==> config.mk <==
export PLATFORM = sky130hd
export DESIGN_NAME = qmi_cell
export DESIGN_NICKNAME = d
export VERILOG_FILES = /design/src/quantized_mlp_inference_core_defines.svh /design/src/qmi_pkg.sv /design/src/qmi_cell.sv
export SDC_FILE = /design/constraint.sdc
export NUM_CORES = 1
export LEC_CHECK = 0
export BUFFER_PORTS_ARGS = -buffer_cell sky130_fd_sc_hd__buf_2
export CORE_MARGIN = 4
export CORE_UTILIZATION = 55
export CTS_CLUSTER_DIAMETER = 30
export CTS_CLUSTER_SIZE = 10
export DETAILED_ROUTE_END_ITERATION = 7
export PLACE_DENSITY = 0.78
export SETUP_SLACK_MARGIN = 0.1
export SYNTH_ARGS = -nofsm -noshare
export SYNTH_HDL_FRONTEND = slang
export SYNTH_SLANG_ARGS = --single-unit
==> constraint.sdc <==
create_clock -name clk_i -period 3.02 [get_ports clk_i]
set_clock_uncertainty 0.15 [all_clocks]
set_input_delay 0.906 -clock clk_i [delete_from_list [all_inputs] [get_ports clk_i]]
set_output_delay 0.906 -clock clk_i [all_outputs]
set_load 0.02 [all_outputs]
==> src/quantized_mlp_inference_core_defines.svh <==
// Assertion macros shared by the RTL of the quantized MLP inference core.
// No dependencies; compiled out when ASSERT_OFF is defined.
`ifndef QUANTIZED_MLP_INFERENCE_CORE_DEFINES_SVH
`define QUANTIZED_MLP_INFERENCE_CORE_DEFINES_SVH
`ifndef ASSERT_OFF
`define QMI_ASSERT(label, clk, rst_n, prop, msg) \
  label: assert property (@(posedge clk) disable iff (!rst_n) (prop)) else $error(msg);
`define QMI_ASSERT_NEVER(label, clk, rst_n, cond, msg) \
  label: assert property (@(posedge clk) disable iff (!rst_n) !(cond)) else $error(msg);
`else
`define QMI_ASSERT(label, clk, rst_n, prop, msg)
`define QMI_ASSERT_NEVER(label, clk, rst_n, cond, msg)
`endif
`endif

==> src/qmi_pkg.sv <==
// Shared types, constants and the rounding scaler for the MLP inference core.
// No dependencies.
package qmi_pkg;
  localparam int unsigned InputCount  = 16;
  localparam int unsigned HiddenCount = 16;
  localparam int unsigned InW = $clog2(InputCount);
  localparam int unsigned HidW = $clog2(HiddenCount);
  localparam int unsigned WtAddrW = $clog2(InputCount * HiddenCount);
  localparam logic [6:0] RoundBase = 7'd30;
  localparam logic [2:0] ActMax = 3'd7;

  typedef enum logic [1:0] {
    REQ_HID_WEIGHT = 2'd0,
    REQ_HID_PARAM  = 2'd1,
    REQ_OUT_WEIGHT = 2'd2,
    REQ_SAMPLE     = 2'd3
  } req_e;

  typedef enum logic [1:0] {
    REG_OUT_BIAS = 2'd0,
    REG_OUT_MULT = 2'd1,
    REG_OUT_SHIFT = 2'd2
  } reg_e;

  // Control handed down the cell row
  typedef struct packed {
    logic            valid;
    logic            first;
    logic [InW-1:0]  idx;
  } mac_ctl_t;

  // Round and shift a 64-bit product: (p + 2^(30+s)) >>> (31+s), low 32 bits
  function automatic logic [31:0] round_shift(input logic signed [63:0] p,
                                              input logic [4:0] s);
    logic signed [63:0] t;
    logic signed [63:0] r;
    t = p + (64'sd1 <<< (RoundBase + 7'(s)));
    r = t >>> (7'd31 + 7'(s));
    return r[31:0];
  endfunction
endpackage

==> src/qmi_cell.sv <==
// One multiply-accumulate cell of the chain; forwards control to its neighbor.
// Depends on qmi_pkg.
module qmi_cell (
  input  logic                 clk_i,
  input  logic                 rst_ni,
  input  qmi_pkg::mac_ctl_t    ctl_i,
  input  logic signed [7:0]    a_i,
  input  logic signed [7:0]    b_i,
  output qmi_pkg::mac_ctl_t    ctl_o,
  output logic signed [31:0]   acc_o
);
  import qmi_pkg::*;

  logic signed [15:0] prod_q;
  mac_ctl_t ctl_q;
  logic signed [31:0] acc_q, acc_d;

  // Stage one: product register
  always_ff @(posedge clk_i or negedge rst_ni) begin
    if (!rst_ni) begin
      ctl_q <= '0;
      ctl_o <= '0;
    end else begin
      ctl_q <= ctl_i;
      ctl_o <= ctl_q;
    end
  end

  always_ff @(posedge clk_i) begin
    prod_q <= a_i * b_i;
    acc_q  <= acc_d;
  end

  // Stage two: wrapping accumulate, restart on first term
  always_comb begin
    acc_d = acc_q;
    if (ctl_q.valid) begin
      acc_d = (ctl_q.first ? 32'sd0 : acc_q) + 32'(prod_q);
    end
  end

  assign acc_o = acc_q;
endmodule

# == Word level (Yosys, flattened, before mapping) ==
# Index checks and enable logic that the tools add are counted.
# totals
register_bits,60
out_inout_bits,38
inputBits,24
wordCells,11
# op_classes
multipliers,1
add_sub_neg,1
mux,1
# ops
operator,count
$add 32x16->32,1
$mux 32,1
$mul 8x8->16,1

# == Logic depth before layout (Yosys ltp) ==
# depth
word_depth,2
mapped_depth,17
ltp_nobuf,17

# == Worst setup path after synthesis ==
# No wires, ideal clock.
# synth_timing
path_type,input port to flip-flop
start,input a_i[3]
end,register prod_q[15]
path_buffers,0
required_ps,2750
slack_ps,-1941
arrival_time_ps,4691
setup_time_ps,120
stages,15
path_cell_list,and2_1 fa_1 inv_1 fa_1 inv_1 fa_1 inv_1 fa_1 inv_1 ha_1 nor2b_1 or4_1 a211oi_1 a21oi_1 xnor2_1
# synth_via
elab_chain_len,1
# synth_rtl
element,line_no,rtl
"start, declared",qmi_cell.sv:7,"input logic signed [7:0] a_i,"
$mul 8x8->16,qmi_cell.sv:30,prod_q <= a_i * b_i;
"end signal, assigned",qmi_cell.sv:30,
"end, declared",qmi_cell.sv:14,logic signed [15:0] prod_q;
# Every way passes these cells.
# A chain may end at the register's enable or synchronous reset.

# == Final worst setup path ==
# layout_timing
start,input b_i[2]
end,register prod_q[15]
# layout_via
elab_chain_len,1
# layout_rtl
element,line_no,rtl
"start, declared",qmi_cell.sv:8,"input logic signed [7:0] b_i,"
$mul 8x8->16,qmi_cell.sv:30,
# Every way passes these cells.

==> flow_metrics.tcl <==
set metrics [dict create \
    critical-path-top-delay-family "adder cells" \
    part_of_the_yosys_area_used_for_sequential_elements_pct 25.5 \
    initial_antenna_violation_count 0 \
    async_reset_ff_share_pct 20.0 \
    cp_data_required_time_ns 3.08 \
    timing.fmax_mhz 216 \
    worst_ep_arrival_time_ns 4.69 \
    timing.critical_path.mode_cell "sky130_fd_sc_hd__inv_2" \
    drt-vias-per-instance 5.60 \
    cp-start-kind "input port" \
    ctsLongestPathBuffers 2 \
    drc 0 \
    synth_nets 799 \
    max_cap_violations 0 \
    final-seq-area_mm2 0.00158 \
    via_count 5504 \
    placed_area_mm2 0.00743 \
    run_status "finished, violations left" \
    ys.warnings.count 0 \
    synthesis.area_per_instance_um2 9.41 \
    synth.lib_cells_used.distinct 59 \
    timing.final.hold_violations 0 \
    cell_at_the_root_of_the_clock_tree "sky130_fd_sc_hd__clkbuf_16" \
    cell_area_synth_mm2 0.00620 \
    final_cell_area_mm2 0.00863 \
    fill_cells 655 \
    grt_pass1_vias 5633 \
    post-route-period-util_pct 153 \
    worst_path_max_delay_cell "sky130_fd_sc_hd__fa_1" \
    floorplan.rows 38 \
    fin_util_pct 78.9 \
    netlist_instances 659 \
    maxSlewViolCount 0 \
    timing.final.setup_violations 12 \
    placeableCoreArea_mm2 0.0109 \
    grt_util_all_layers_pct 25.0 \
    timing.max_slew.rel_slack_pct 68.1 \
    insertedDiodeCount 0 \
    postSynthRegisterBits 60 \
    final_layout_size_suffix_gt1_share_pct 40.7 \
    critical_path_class "in -> reg" \
    yosys-top-cells-area "sky130_fd_sc_hd__fa_1 18%, sky130_fd_sc_hd__edfxtp_1 15%, sky130_fd_sc_hd__ha_1 12%, sky130_fd_sc_hd__inv_1 5.9%, sky130_fd_sc_hd__dfxtp_1 5.2%" \
    violations "setup timing" \
    vdd_ir_drop_max_v 0.000845 \
    synthFlopType "sky130_fd_sc_hd__edfxtp_1" \
    hold_removal_path_class "reg -> reg" \
    post-synth-top-area-cell "sky130_fd_sc_hd__fa_1" \
    critical_path.max_stage_delay_ns 0.46 \
    clock_period_minus_worst_slack_ns 4.63 \
    path_cells "buf_6 > buf_6 > buf_12 > and2_4 > fa_2 > inv_2 > fa_1 > inv_2 > ha_4 > inv_2 > fa_1 > inv_2 > ha_4 > a21o_1 > a21oi_4 > nor2b_4 > or4_4 > a211oi_4 > a21oi_2 > xnor2_1" \
    net_count_reported_at_finish 978 \
    cts.sink_count 60 \
    fp.dieH_um 114 \
    grt_pass1_wl_um 26300 \
    antenna_viol_nets_final 0 \
    top_count_cell_post_synth "sky130_fd_sc_hd__inv_1" \
    cp_max_fo 4 \
    area_delta_synth_final_pct 39.2 \
    clock_tree.htree_level_count 3 \
    tritoncts.num_buffers 9 \
    clk_transition_reported_paths_ns 0.05 \
    grt_setup_unrepaired "yes" \
    power_density_mw_per_mm2 1150 \
    synth_largest_type_area_fraction_pct 18.1 \
    path_buf_inv 7 \
    wl_per_cell_um 17.9 \
    worstSkewPairLatency_ns 0.33 \
    setup.worst_path.end_class "flop" \
    routability_cong 0.917 \
    clock_tree_from_tritoncts "yes" \
    die_w_um 114 \
    grt_overflow_total 0 \
    synthTopCellsByCount "98 x sky130_fd_sc_hd__inv_1, 60 x sky130_fd_sc_hd__ha_1, 56 x sky130_fd_sc_hd__fa_1" \
    synth_edf_count 32 \
    multi_input_comb_area_mm2 0.00483 \
    detail_route.wirelength_um 17600 \
    io_pins 62 \
    totalPowerFinal_mw 9.96 \
    largest_net_degree_at_the_start_of_global_routing 34 \
    drt_pass1_iterations 5 \
    drtIter0Drc 302 \
    dp_hpwl_um 11700 \
    worst_pin_slew_ns 0.478 \
    static-leakage-power_nw 3.99 \
    die-area_mm2 0.0130 \
    layout_setup_ws_ns -1.61 \
    initial_core_util_pct 56.7 \
    numPortBuffers 61 \
]
==> layout by cell type (no fill, tap or decap), types with 7 or more instances in the layout <==
| cell | synthesis | routed |
|---|---|---|
| sky130_fd_sc_hd__buf_4 | 0 | 105 |
| sky130_fd_sc_hd__inv_1 | 98 | 78 |
| sky130_fd_sc_hd__fa_1 | 56 | 51 |
| sky130_fd_sc_hd__buf_2 | 2 | 50 |
| sky130_fd_sc_hd__nand2_1 | 47 | 40 |
| sky130_fd_sc_hd__ha_1 | 60 | 35 |
| sky130_fd_sc_hd__edfxtp_1 | 32 | 32 |
| sky130_fd_sc_hd__xnor2_1 | 32 | 30 |
| sky130_fd_sc_hd__and2_1 | 42 | 29 |
| sky130_fd_sc_hd__nor2b_1 | 39 | 28 |
| sky130_fd_sc_hd__buf_6 | 1 | 25 |
| sky130_fd_sc_hd__a21oi_1 | 37 | 24 |
| sky130_fd_sc_hd__inv_2 | 0 | 20 |
| sky130_fd_sc_hd__ha_4 | 0 | 20 |
| sky130_fd_sc_hd__nor2_1 | 24 | 19 |
| sky130_fd_sc_hd__a21oi_2 | 5 | 17 |
| sky130_fd_sc_hd__dfxtp_1 | 16 | 16 |
| sky130_fd_sc_hd__a21o_1 | 15 | 15 |
| sky130_fd_sc_hd__nand3_1 | 14 | 14 |
| sky130_fd_sc_hd__and2_4 | 0 | 13 |
| sky130_fd_sc_hd__dfrtp_1 | 12 | 11 |
| sky130_fd_sc_hd__xor2_1 | 10 | 10 |
| sky130_fd_sc_hd__clkbuf_16 | 0 | 10 |
| sky130_fd_sc_hd__o21a_1 | 8 | 8 |
| sky130_fd_sc_hd__nor2b_4 | 0 | 7 |
==> worst register-to-register path, delay by kind of cell (launching register included) <==
kind            cells  cell delay [ns]
fa+ha+maj           1             0.22
buf+inv             2             0.32
flops               1             0.40
compound gates      3             0.73
simple gates        4             0.99
==> flip-flops by register name, indices dropped and copies added (netlist names) <==
| register | cells |
|---|---|
| acc_o | 32 |
| ctl_o | 6 |
| ctl_q | 6 |
| prod_q | 16 |
==> power by group <==
part           internal (mW)  total, mW  switching [mW]
clock                  0.572      0.944           0.372
combinational           3.58       7.44            3.86
sequential              1.40       1.58           0.184
total                   5.55       9.96            4.41
==> layer usage <==
layer	up-vias	wire (um)	track usage, %
li1	2553	-	-
met1	2704	7280	32.5
met2	213	9030	44.5
met3	34	923	3.12
met4	0	395	6.18
met5	-	0	0
==> metrics by stage <==
step,TNS [ns],setup slack (ns),instances,hold WS [ns]
6_report,-14.04,-1.61,983,0.194
2_1_floorplan,-13.18,-1.80,659,0.181
3_3_place_gp,-17.21,-1.98,933,0.186
4_1_cts,-13.42,-1.55,963,0.197
3_5_place_dp,-18.04,-2.07,933,0.185
5_1_grt,-15.16,-1.69,983,0.206
==> area by class of cell <==
cell class | count | area share, %
clock buffers | 11 | 2.81
well taps | 140 | 2.03
repair buffers | 186 | 16.2
inverters | 98 | 4.26
clock inverters | 5 | 0.333
flip-flops and latches | 60 | 18.3
multi-input cells | 483 | 56.0
==> final timing paths <==
check / startpoint / to / slack [ns] / cells after the start
hold / removal: ctl_q[0] / ctl_o[0] / 0.19 / 0
setup reg to reg: ctl_q[4] / acc_o[25] / 0.01 / 10
max in group asynchronous: rst_ni / ctl_q[4] / 2.20 / 1
min in group asynchronous: rst_ni / ctl_q[2] / 0.29 / 1
setup / recovery: b_i[2] / prod_q[15] / -1.61 / 20
hold reg to reg: ctl_q[0] / ctl_o[0] / 0.19 / 0
==> what timing repair did <==
action	in CTS	in global routing
hold endpoints to repair	0	0
setup endpoints to repair	28	28
cloned	0	1
hold buffers	0	0
resized for setup	72	88
buffers inserted	15	21
pin swaps	40	59
==> logic make-up (layout without fill, tap and decap cells) <==
group	count (synthesis)	count (layout)	share of synthesized area (%)
fa+ha+maj	116	116	30.2
xor+xnor	42	42	5.93
buf+inv	116	300	7.18
flops	60	60	25.5
compound gates	111	111	12.1
simple gates	212	212	18.8
mux	2	2	0.323
No activity file was read; power rests on OpenSTA's default activity.
