$ cat src/quantized_mlp_inference_core_defines.svh
// Assertion macros shared by the RTL of the quantized MLP inference core.
// No dependencies; compiled out when ASSERT_OFF is defined.
`ifndef QUANTIZED_MLP_INFERENCE_CORE_DEFINES_SVH
`define QUANTIZED_MLP_INFERENCE_CORE_DEFINES_SVH
`ifndef ASSERT_OFF
`define QMI_ASSERT(label, clk, rst_n, prop, msg) \
  label: assert property (@(posedge clk) disable iff (!rst_n) (prop)) else $error(msg);
`define QMI_ASSERT_NEVER(label, clk, rst_n, cond, msg) \
  label: assert property (@(posedge clk) disable iff (!rst_n) !(cond)) else $error(msg);
`else
`define QMI_ASSERT(label, clk, rst_n, prop, msg)
`define QMI_ASSERT_NEVER(label, clk, rst_n, cond, msg)
`endif
`endif

$ cat src/qmi_ram.sv
// Generic single-port write, registered-read RAM.
// No dependencies.
module qmi_ram #(
  parameter int unsigned Width = 8,
  parameter int unsigned Depth = 16
) (
  input  logic                     clk_i,
  input  logic                     we_i,
  input  logic [$clog2(Depth)-1:0] waddr_i,
  input  logic [Width-1:0]         wdata_i,
  input  logic [$clog2(Depth)-1:0] raddr_i,
  output logic [Width-1:0]         rdata_o
);
  logic [Width-1:0] mem_q [Depth];

  // Write port and registered read
  always_ff @(posedge clk_i) begin
    if (we_i) begin
      mem_q[waddr_i] <= wdata_i;
    end
    rdata_o <= mem_q[raddr_i];
  end
endmodule

$ cat config.mk
export PLATFORM = sky130hd
export DESIGN_NAME = qmi_ram
export DESIGN_NICKNAME = d
export VERILOG_FILES = /design/src/quantized_mlp_inference_core_defines.svh /design/src/qmi_ram.sv
export SDC_FILE = /design/constraint.sdc
export NUM_CORES = 1
export LEC_CHECK = 0
export BUFFER_PORTS_ARGS = -buffer_cell sky130_fd_sc_hd__buf_4
export CAP_MARGIN = 10
export CORE_MARGIN = 10
export CORE_UTILIZATION = 41
export CTS_CLUSTER_SIZE = 40
export DETAILED_ROUTE_END_ITERATION = 7
export PLACE_DENSITY_LB_ADDON = 0.08
export SLEW_MARGIN = 20
export SYNTH_ARGS = -nofsm -noshare
export SYNTH_HDL_FRONTEND = slang
export SYNTH_SLANG_ARGS = --single-unit
$ cat constraint.sdc
create_clock -name clk_i -period 1.9 [get_ports clk_i]
set_clock_uncertainty 0.1 [all_clocks]
set_input_delay 0.38 -clock clk_i [delete_from_list [all_inputs] [get_ports clk_i]]
set_output_delay 0.38 -clock clk_i [all_outputs]
set_load 0.01 [all_outputs]
Yosys cells after proc, flatten, opt, wreduce, memory -nomap -nowiden

Memories as Yosys holds them, arrays and structs flattened. A register that Yosys moved wholly into a read port is not among the register bits.
Index checks and enable logic that the tools add are counted.

Register bits after elaboration: 0
Memory bits (writable): 128
Bits of input ports: 18
Output and inout port bits: 8
Word-level logic and storage cells: 3
Memories: 1

Memory list:

| name  | words | bits a word | rd ports | clocked after memory_dff | write ports | line          | text |
|---|---|---|---|---|---|---|---|
| mem_q | 16    | 8           | 1        | 1                        | 1           | qmi_ram.sv:14 | `logic [Width-1:0] mem_q [Depth];` |

Mux-type cells: 2

Operator list:

| kind             | count |
|---|---|
| 2-to-1 mux 1 bit | 2 |

Longest topological paths before layout

Gate-level depths: netlist of run 1.

Depth after elaboration: 2
Depth in mapped cells: 5

Least setup slack after synthesis of run 1

OpenSTA, ideal clock, no wires.

Path kind: in2reg
From: input waddr_i[2]
To: memory mem_q[0][0], enable pin
Setup time: 0.383 ns
Arrival: 1.490 ns
Required time: 1.417 ns
Path slack: -0.073 ns
Cell stages on the path: 2
Buffers on the path: 0
Cells stage by stage: or3b_2 > nor3_1

RTL lines:

| what        | line          | text |
|---|---|---|
| from (decl) | qmi_ram.sv:9  | `input logic [$clog2(Depth)-1:0] waddr_i,` |
| to (decl)   | qmi_ram.sv:14 |  |

No word-level cell before the write port.

==> results of run 1 <==
final cells by class:
cell class,instances,area (µm²),share of cell area [%]
clock buffer,18,439,6.92
clock inverter,14,228,3.59
multi-input combinational,83,1060,16.7
timing repair buffer,50,400,6.31
tap,168,210,3.31
sequential,136,4000,63.1
sequential cells by signal, indices dropped and copies added, names as in the netlist:
| signal | cells |
|---|---|
| rdata_o | 8 |
| mem_q | 128 |
cells in the mapped netlist:
library cell	count
nor2_1	13
and2_1	1
and2b_1	1
buf_2	3
nand3_1	1
buf_6	3
nand3b_1	2
nor3_1	4
clkdlybuf4s25_2	3
edfxtp_1	128
dfxtp_1	8
mux4_2	18
nand2b_1	2
buf_4	1
nand2_1	9
nor2b_1	1
mux4_1	14
or3b_2	1
a22oi_1	16
worst min path at each step:
stage,startpoint,slack [ns],endpoint
global placement,mem_q[13][2],0.57,rdata_o[2]
finish,wdata_i[0],0.18,mem_q[3][0]
floorplan,wdata_i[0],0.38,mem_q[0][0]
global route,wdata_i[0],0.19,mem_q[5][0]
CTS,wdata_i[0],0.16,mem_q[3][0]
detailed placement,mem_q[14][2],0.56,rdata_o[2]
placed cells by master (no fill, tap or decap), types with 2 or more instances in the layout:
master,synthesis,layout
clkbuf_16,0,17
nand2_1,9,9
clkinv_2,0,4
mux4_1,14,14
nand3b_1,2,2
bufinv_16,0,6
nor2_1,13,13
clkinvlp_4,0,2
mux4_2,18,18
nor3_1,4,3
buf_12,0,2
a22oi_1,16,16
edfxtp_1,128,128
dfxtp_1,8,8
nand2b_1,2,2
buf_4,1,48
metrics by stage:
| stage | setup slack [ns] | hold WS, ns |
|---|---|---|
| after floorplan | 0.154 | 0.379 |
| after global placement | -0.0233 | 0.567 |
| after detailed placement | -0.00774 | 0.564 |
| after CTS | 0.386 | 0.164 |
| after global routing | 0.356 | 0.190 |
| final | 0.429 | 0.177 |
layer usage:
metal  vias up  track usage [%]  wire [µm]
met4         0             6.12        183
li1       1089                -          -
met3        15             3.47        457
met2        45             18.2       4800
met5         -                0          0
met1      1275             16.5       4810
cells by family (layout without fill, tap and decap cells):
| group | Yosys count | count (layout) | synth area share [%] |
|---|---|---|---|
| flip-flops | 136 | 136 | 77.8 |
| AND/OR/NAND/NOR | 35 | 35 | 3.18 |
| multiplexers | 32 | 32 | 15.0 |
| AO/OA/AOI/OAI | 16 | 16 | 2.33 |
| buffers and inverters | 10 | 82 | 1.68 |
report_power, final:
group | leakage [µW] | switching, µW | internal [µW] | total (µW)
Sequential | 0.00122 | 20.8 | 3350 | 3380
Combinational | 0.000631 | 185 | 164 | 349
Clock | 0.000323 | 1160 | 2480 | 3640
worst max-delay path, cell delays in order (launching register included):
cell and delay [ns]:
edfxtp_1 0.37, mux4_1 0.51, a22oi_1 0.30, nand2_1 0.09
==> results.toml, run 1 <==
[floorplan]
rows = 40
ios = 26
fp.dieH_um = 132
die_x_um = 132
core_area_um2 = 12200
dieArea_um2 = 17400
start_util_pct = 42.3

[global_routing]
grt_start_max_net_pins = 18
antenna_found_initial = 0
grt_pass1_wl_um = 15900
track_usage_pct = 12.4
gr-total-overflow = 0
grt_pass1_vias = 2542

[critical_path]
cp-startpoint = "mem_q[2][2]"
rr_endpoint = "rdata_o[2]"
cp-endpoint = "rdata_o[2]"
worstRegToRegCells = 3
cp.required_ns = 2.10
path_class = "reg -> reg"
ff2ff_setup_slack_ns = 0.43
end_kind = "flop"
arrival_ns = 1.67
crit_fanout = 1
start_kind = "flop"
reg2reg_from = "mem_q[2][2]"

[clock_network]
clk_pin_slew_ns = 0.06
cts_buffer_depth = 2
post-cts-setup-buffer-count = 0
hold_buffers = 0
tritoncts = "done"
clkSinkCount = 136
clock_tree.root_cell = "clkbuf_16"
cts_resized = 0
htreeDepth = 4
numCtsBuffers = 17
clkLatencyLatePin_ns = 0.41

[power_and_ir_drop]
p_per_area_nw_per_um2 = 1160
irDropWorstVdd_v = 0.000567
leakagePower_uw = 0.00218
p_total_uw = 7370

[sta]
report.final.slew_viol_count = 0
rsz0062_at_grt = "no"
fin_tns_setup_ns = 0
hold_violations = 0
max-slew-margin-rel_pct = 49.4
fmax_ghz = 0.680
min_period_ns = 1.47
fin_crit_sh_pct = 77.4
worst_slew_pin_slew_ns = 0.758
setup_viol = 0

[logic_synthesis]
netlist_instances = 229
synth.area.top_cells = "edfxtp_1 75%, mux4_2 7.9%, mux4_1 7.1%"
syn_avg_cell_area_um2 = 22.5
synth_seq_cells = 136
synth_seq_area_share_pct = 77.8
syn-num-nets = 247
yosysWarnings = 0
yosysTopAreaCellShare_pct = 74.7
syn_area_um2 = 5150
synth_cell_type_count = 19
synth_top_area_cell = "edfxtp_1"

[placement]
dpl.hpwl_um = 6940
io_buffers = 25
gp_congestion = 0.710
dp_cells = 437
post_dp_cell_area_um2 = 5680

[layout]
diodes = 0
final_area_um2 = 6340
drive_above_1_share_pct = 33.6
layoutNonFillerInstCount = 469
fillers = 997
finalCoreUtilization_pct = 52.2
fin_nets = 306
syn_to_final_growth_pct = 23.2

[routing]
via_count = 2424
drtIter0Drc = 219
wl_per_cell_um = 21.9
dr.pass1.iters = 4
wirelength_um = 10300
post-route-drc-count = 0
drtAntennaViolNets = 0
viasPerCell = 5.17

[job]
drv_cap = 0

[status]
status = "complete, no violations"

[hold_path]
hold_path_class = "in -> reg"
holdPathStages = 1
No activity file was read; power rests on OpenSTA's default activity.
==> inputs of run 2 (changes only) <==
Settings changed: ABC_AREA set to 1.
Clock period 1.9 ns to 1.45 ns, I/O delays scaled along.
==> results.toml, run 2 <==
[status]
status = "complete, no violations"

[clock_network]
htreeDepth = 4
clkLatencyLatePin_ns = 0.41
cts_resized = 0
clkSinkCount = 136
clock_tree.root_cell = "clkbuf_16"
cts_buffer_depth = 2
tritoncts = "done"
hold_buffers = 0
post-cts-setup-buffer-count = 0
numCtsBuffers = 17
clk_pin_slew_ns = 0.05

[logic_synthesis]
netlist_instances = 551
syn_area_um2 = 5770
yosysWarnings = 0
synth_cell_type_count = 12
synthFlopType = "edfxtp_1"
yosysTopAreaCellShare_pct = 66.7
synth_seq_cells = 136
syn_avg_cell_area_um2 = 10.5
synth.area.top_cells = "edfxtp_1 67%, nand2_1 11%, nand3_1 8.4%"
synth_most_common_cell = "nand2_1"
synth_top_area_cell = "edfxtp_1"
synth_seq_area_share_pct = 69.4
async_reset_ff_share_pct = 0
yosys-top-cells-count = "173 x nand2_1, 128 x edfxtp_1, 100 x inv_1, 97 x nand3_1, 17 x nor2_1"
synth_edf_count = 128
syn-num-nets = 569

[layout]
layout_common_cells = "173 x nand2_1, 128 x edfxtp_1, 100 x inv_1"
top_regs = "mem_q (128), rdata_o (8)"
fillers = 1259
largest_reg_flops = 128
top_register = "mem_q"
drive_above_1_share_pct = 13.4
diodes = 0
layout_commonest_cell = "nand2_1"
multi_input_area_um2 = 1210
fin_nets = 618
ff_latch_area_um2 = 4000
final_area_um2 = 6900
syn_to_final_growth_pct = 19.6

[critical_path]
crit_buf_inv = 1
reg2reg_from = "mem_q[13][0]"
start_kind = "flop"
crit_slowest_cell = "dfxtp_1"
path_class = "reg -> out"
worstRegToRegCells = 6
cp-startpoint = "rdata_o[6]"
slowest_delay_ns = 0.36
rr_endpoint = "rdata_o[0]"
end_kind = "primary output"
crit_fanout = 1
ff2ff_setup_slack_ns = 0.31
path_cells = "buf_4"
cp_top_family = "flip-flops"
arrival_ns = 0.91
cp.required_ns = 1.06
critical_path_cell_count = 1
cp-endpoint = "rdata_o[6]"

[global_routing]
grt_start_max_net_pins = 39
grt_pass1_wl_um = 21900
grt_use_met2_pct = 22.4
top_usage_layer = "met2"
antenna_found_initial = 0
gr-total-overflow = 0
grt_pass1_vias = 3697
track_usage_pct = 14.9
grt_use_met1_pct = 20.0
grt_use_met3_pct = 3.39

[floorplan]
fp.dieH_um = 139
die_x_um = 139
dieArea_um2 = 19200
ios = 26
core_area_um2 = 13800
rows = 43
start_util_pct = 41.7

[sta]
setup_viol = 0
fmax_ghz = 0.766
worst_slew_pin_slew_ns = 0.358
fin_tns_setup_ns = 0
rsz0062_at_grt = "no"
fin_crit_sh_pct = 90.0
max-slew-margin-rel_pct = 76.1
min_period_ns = 1.30
hold_violations = 0
holdWs_ns = 0.119
report.final.slew_viol_count = 0

[power_and_ir_drop]
irDropWorstVdd_v = 0.000570
leakagePower_uw = 0.00301
p_per_area_nw_per_um2 = 1360

[routing]
drtIter0Drc = 249
via_count = 3729
drtAntennaViolNets = 0
wl_per_cell_um = 17.4
viasPerCell = 4.71
post-route-drc-count = 0
wirelength_um = 13800
dr.pass1.iters = 5

[placement]
post_dp_cell_area_um2 = 6310
gp_congestion = 0.810
dpl.hpwl_um = 8680
io_buffers = 25

[job]
drv_cap = 0

[hold_path]
hold_path_class = "in -> reg"
## run 2: cell families after synthesis
group / after synthesis / synth area share [%]
AND/OR/NAND/NOR: 289 / 21.0
flip-flops: 136 / 69.4
buffers and inverters: 126 / 9.52
## run 2: where the power goes
part | internal (µW) | switching [µW]
Sequential | 4400 | 26.5
Combinational | 216 | 393
Clock | 2820 | 1500
Total | 7430 | 1920
## run 2: metrics by stage
step	total power [µW]	utilization, %	setup WS, ns	std cells
6_report	9350	49.9	0.145	792
5_1_grt	9670	49.9	0.115	792
4_1_cts	9430	49.9	0.123	792
3_5_place_dp	5120	45.6	-0.0104	761
3_3_place_gp	5120	45.6	-0.0123	761
2_1_floorplan	4820	-	0.109	551
## run 2: how the worst min path moves through the flow
stage	endpoint	startpoint	depth (start not counted)	slack [ns]
2_1_floorplan	mem_q[0][0]	wdata_i[0]	0	0.29
3_3_place_gp	rdata_o[5]	raddr_i[3]	3	0.53
3_5_place_dp	rdata_o[5]	raddr_i[3]	3	0.53
4_1_cts	rdata_o[5]	raddr_i[3]	3	0.11
5_1_grt	mem_q[9][2]	wdata_i[2]	1	0.13
6_report	rdata_o[5]	raddr_i[3]	3	0.12
## run 2: routing by layer
| metal | vias to the layer above | routed length (µm) |
|---|---|---|
| li1 | 1871 | - |
| met1 | 1743 | 6270 |
| met2 | 104 | 6370 |
| met3 | 11 | 947 |
| met4 | 0 | 212 |
| met5 | - | 0 |
## run 2: cell type report
cell class / count / area share [%]
repair buffers: 54 / 6.97
inverters: 102 / 5.55
well taps: 180 / 3.27
clock inverters: 13 / 2.32
clock buffers: 18 / 6.22
flip-flops and latches: 136 / 58.1
multi-input cells: 289 / 17.6
==> inputs of run 3 (changes only) <==
Settings changed: CORE_UTILIZATION 41 to 55, RECOVER_POWER set to 50.
==> results.toml, run 3 (synthesis gave the netlist of run 2 again) <==
[sta]
fin_crit_sh_pct = 95.2
rsz0062_at_grt = "no"
report.final.slew_viol_count = 0
hold_violations = 0
fin_tns_setup_ns = 0
max-slew-margin-rel_pct = 37.4
holdWs_ns = 0.0198
min_period_ns = 1.38
setup_viol = 0
fmax_ghz = 0.725
worst_slew_pin_slew_ns = 0.938

[placement]
io_buffers = 25
gp_congestion = 0.794
dpl.hpwl_um = 8000
post_dp_cell_area_um2 = 6230

[job]
drv_cap = 0

[floorplan]
fp.dieH_um = 122
rows = 37
ios = 26
dieArea_um2 = 15000
core_area_um2 = 10300
die_x_um = 122
start_util_pct = 56.1

[routing]
wirelength_um = 12900
via_count = 3857
drtAntennaViolNets = 0
dr.pass1.iters = 5
viasPerCell = 5.18
drtIter0Drc = 457
wl_per_cell_um = 17.3
post-route-drc-count = 0

[clock_network]
htreeDepth = 4
clk_pin_slew_ns = 0.06
clkLatencyLatePin_ns = 0.52
tritoncts = "done"
clock_tree.root_cell = "clkbuf_8"
cts_buffer_depth = 2
numCtsBuffers = 17
post-cts-setup-buffer-count = 0
clkSinkCount = 136

[hold_path]
hold_path_class = "in -> reg"

[layout]
largest_reg_flops = 128
fin_nets = 614
drive_above_1_share_pct = 11.7
top_regs = "mem_q (128), rdata_o (8)"
layout_commonest_cell = "nand2_1"
final_area_um2 = 6720
diodes = 0
top_register = "mem_q"
syn_to_final_growth_pct = 16.6
layout_common_cells = "173 x nand2_1, 128 x edfxtp_1, 100 x inv_1"

[global_routing]
grt_pass1_vias = 3791
grt_pass1_wl_um = 20700
grt_start_max_net_pins = 65
track_usage_pct = 18.2
antenna_found_initial = 0
gr-total-overflow = 0

[critical_path]
cp.required_ns = 1.06
slowest_delay_ns = 0.35
start_kind = "flop"
crit_fanout = 1
path_class = "reg -> out"
crit_buf_inv = 1
end_kind = "primary output"
crit_slowest_cell = "dfxtp_1"
path_cells = "buf_4"
cp_top_family = "flip-flops"
arrival_ns = 0.99

[power_and_ir_drop]
irDropWorstVdd_v = 0.000747
p_per_area_nw_per_um2 = 1300
leakagePower_uw = 0.00290

[status]
status = "complete, no violations"
[run 3: cell types whose count changed in the layout (fill, tap and decap cells not counted), sizes merged]
cell and delta:
inv +2, clkinv -1, clkbuf +10, clkinvlp +4, bufinv -4, dlygate4sd3 +1, buf -15
[run 3: final cells by class]
type | instances | area (µm²)
Inverter | 102 | 383
Clock inverter | 14 | 104
Tap cell | 136 | 170
Timing Repair Buffer | 50 | 428
Fill cell | 832 | 3560
Sequential cell | 136 | 4010
Clock buffer | 18 | 418
Multi-Input combinational cell | 289 | 1210
[run 3: report_power, final]
part           leakage, µW  total [µW]  internal [µW]  switching [µW]
Clock             0.000243        3720           2100            1620
Combinational      0.00144         592            202             390
Sequential         0.00122        4420           4400            27.6
[run 3: path summary, 6_finish.rpt]
check              start         end  slack, ns  depth (start not counted)
max           rdata_o[4]  rdata_o[4]       0.07                          1
min           raddr_i[2]  rdata_o[2]       0.02                          4
max reg2reg  mem_q[9][7]  rdata_o[7]       0.32                          6
min reg2reg  mem_q[7][2]  rdata_o[2]       0.57                          6
[run 3: timing repair]
item	CTS	global route
hold buffers	1	0
setup endpoints to repair	1	0
endpoints found under the hold margin	3	0
gates resized for setup	1	0
[run 3: per-stage QoR]
step	std cells	setup slack, ns	total power, µW	utilization [%]
2_1_floorplan	551	0.109	4820	-
3_3_place_gp	712	0.0147	5100	60.6
3_5_place_dp	712	-0.0127	5110	60.6
4_1_cts	745	0.0459	8810	65.8
5_1_grt	745	0.0275	9060	65.4
6_report	745	0.0702	8740	65.4
[run 3: layer usage]
metal  vias to the layer above  track usage, %  wire length [µm]
met5                         -               0                 0
met4                         0            7.44               263
met3                        19            4.18               828
met2                       149            27.4              5910
met1                      1825            25.2              5850
li1                       1864               -                 -
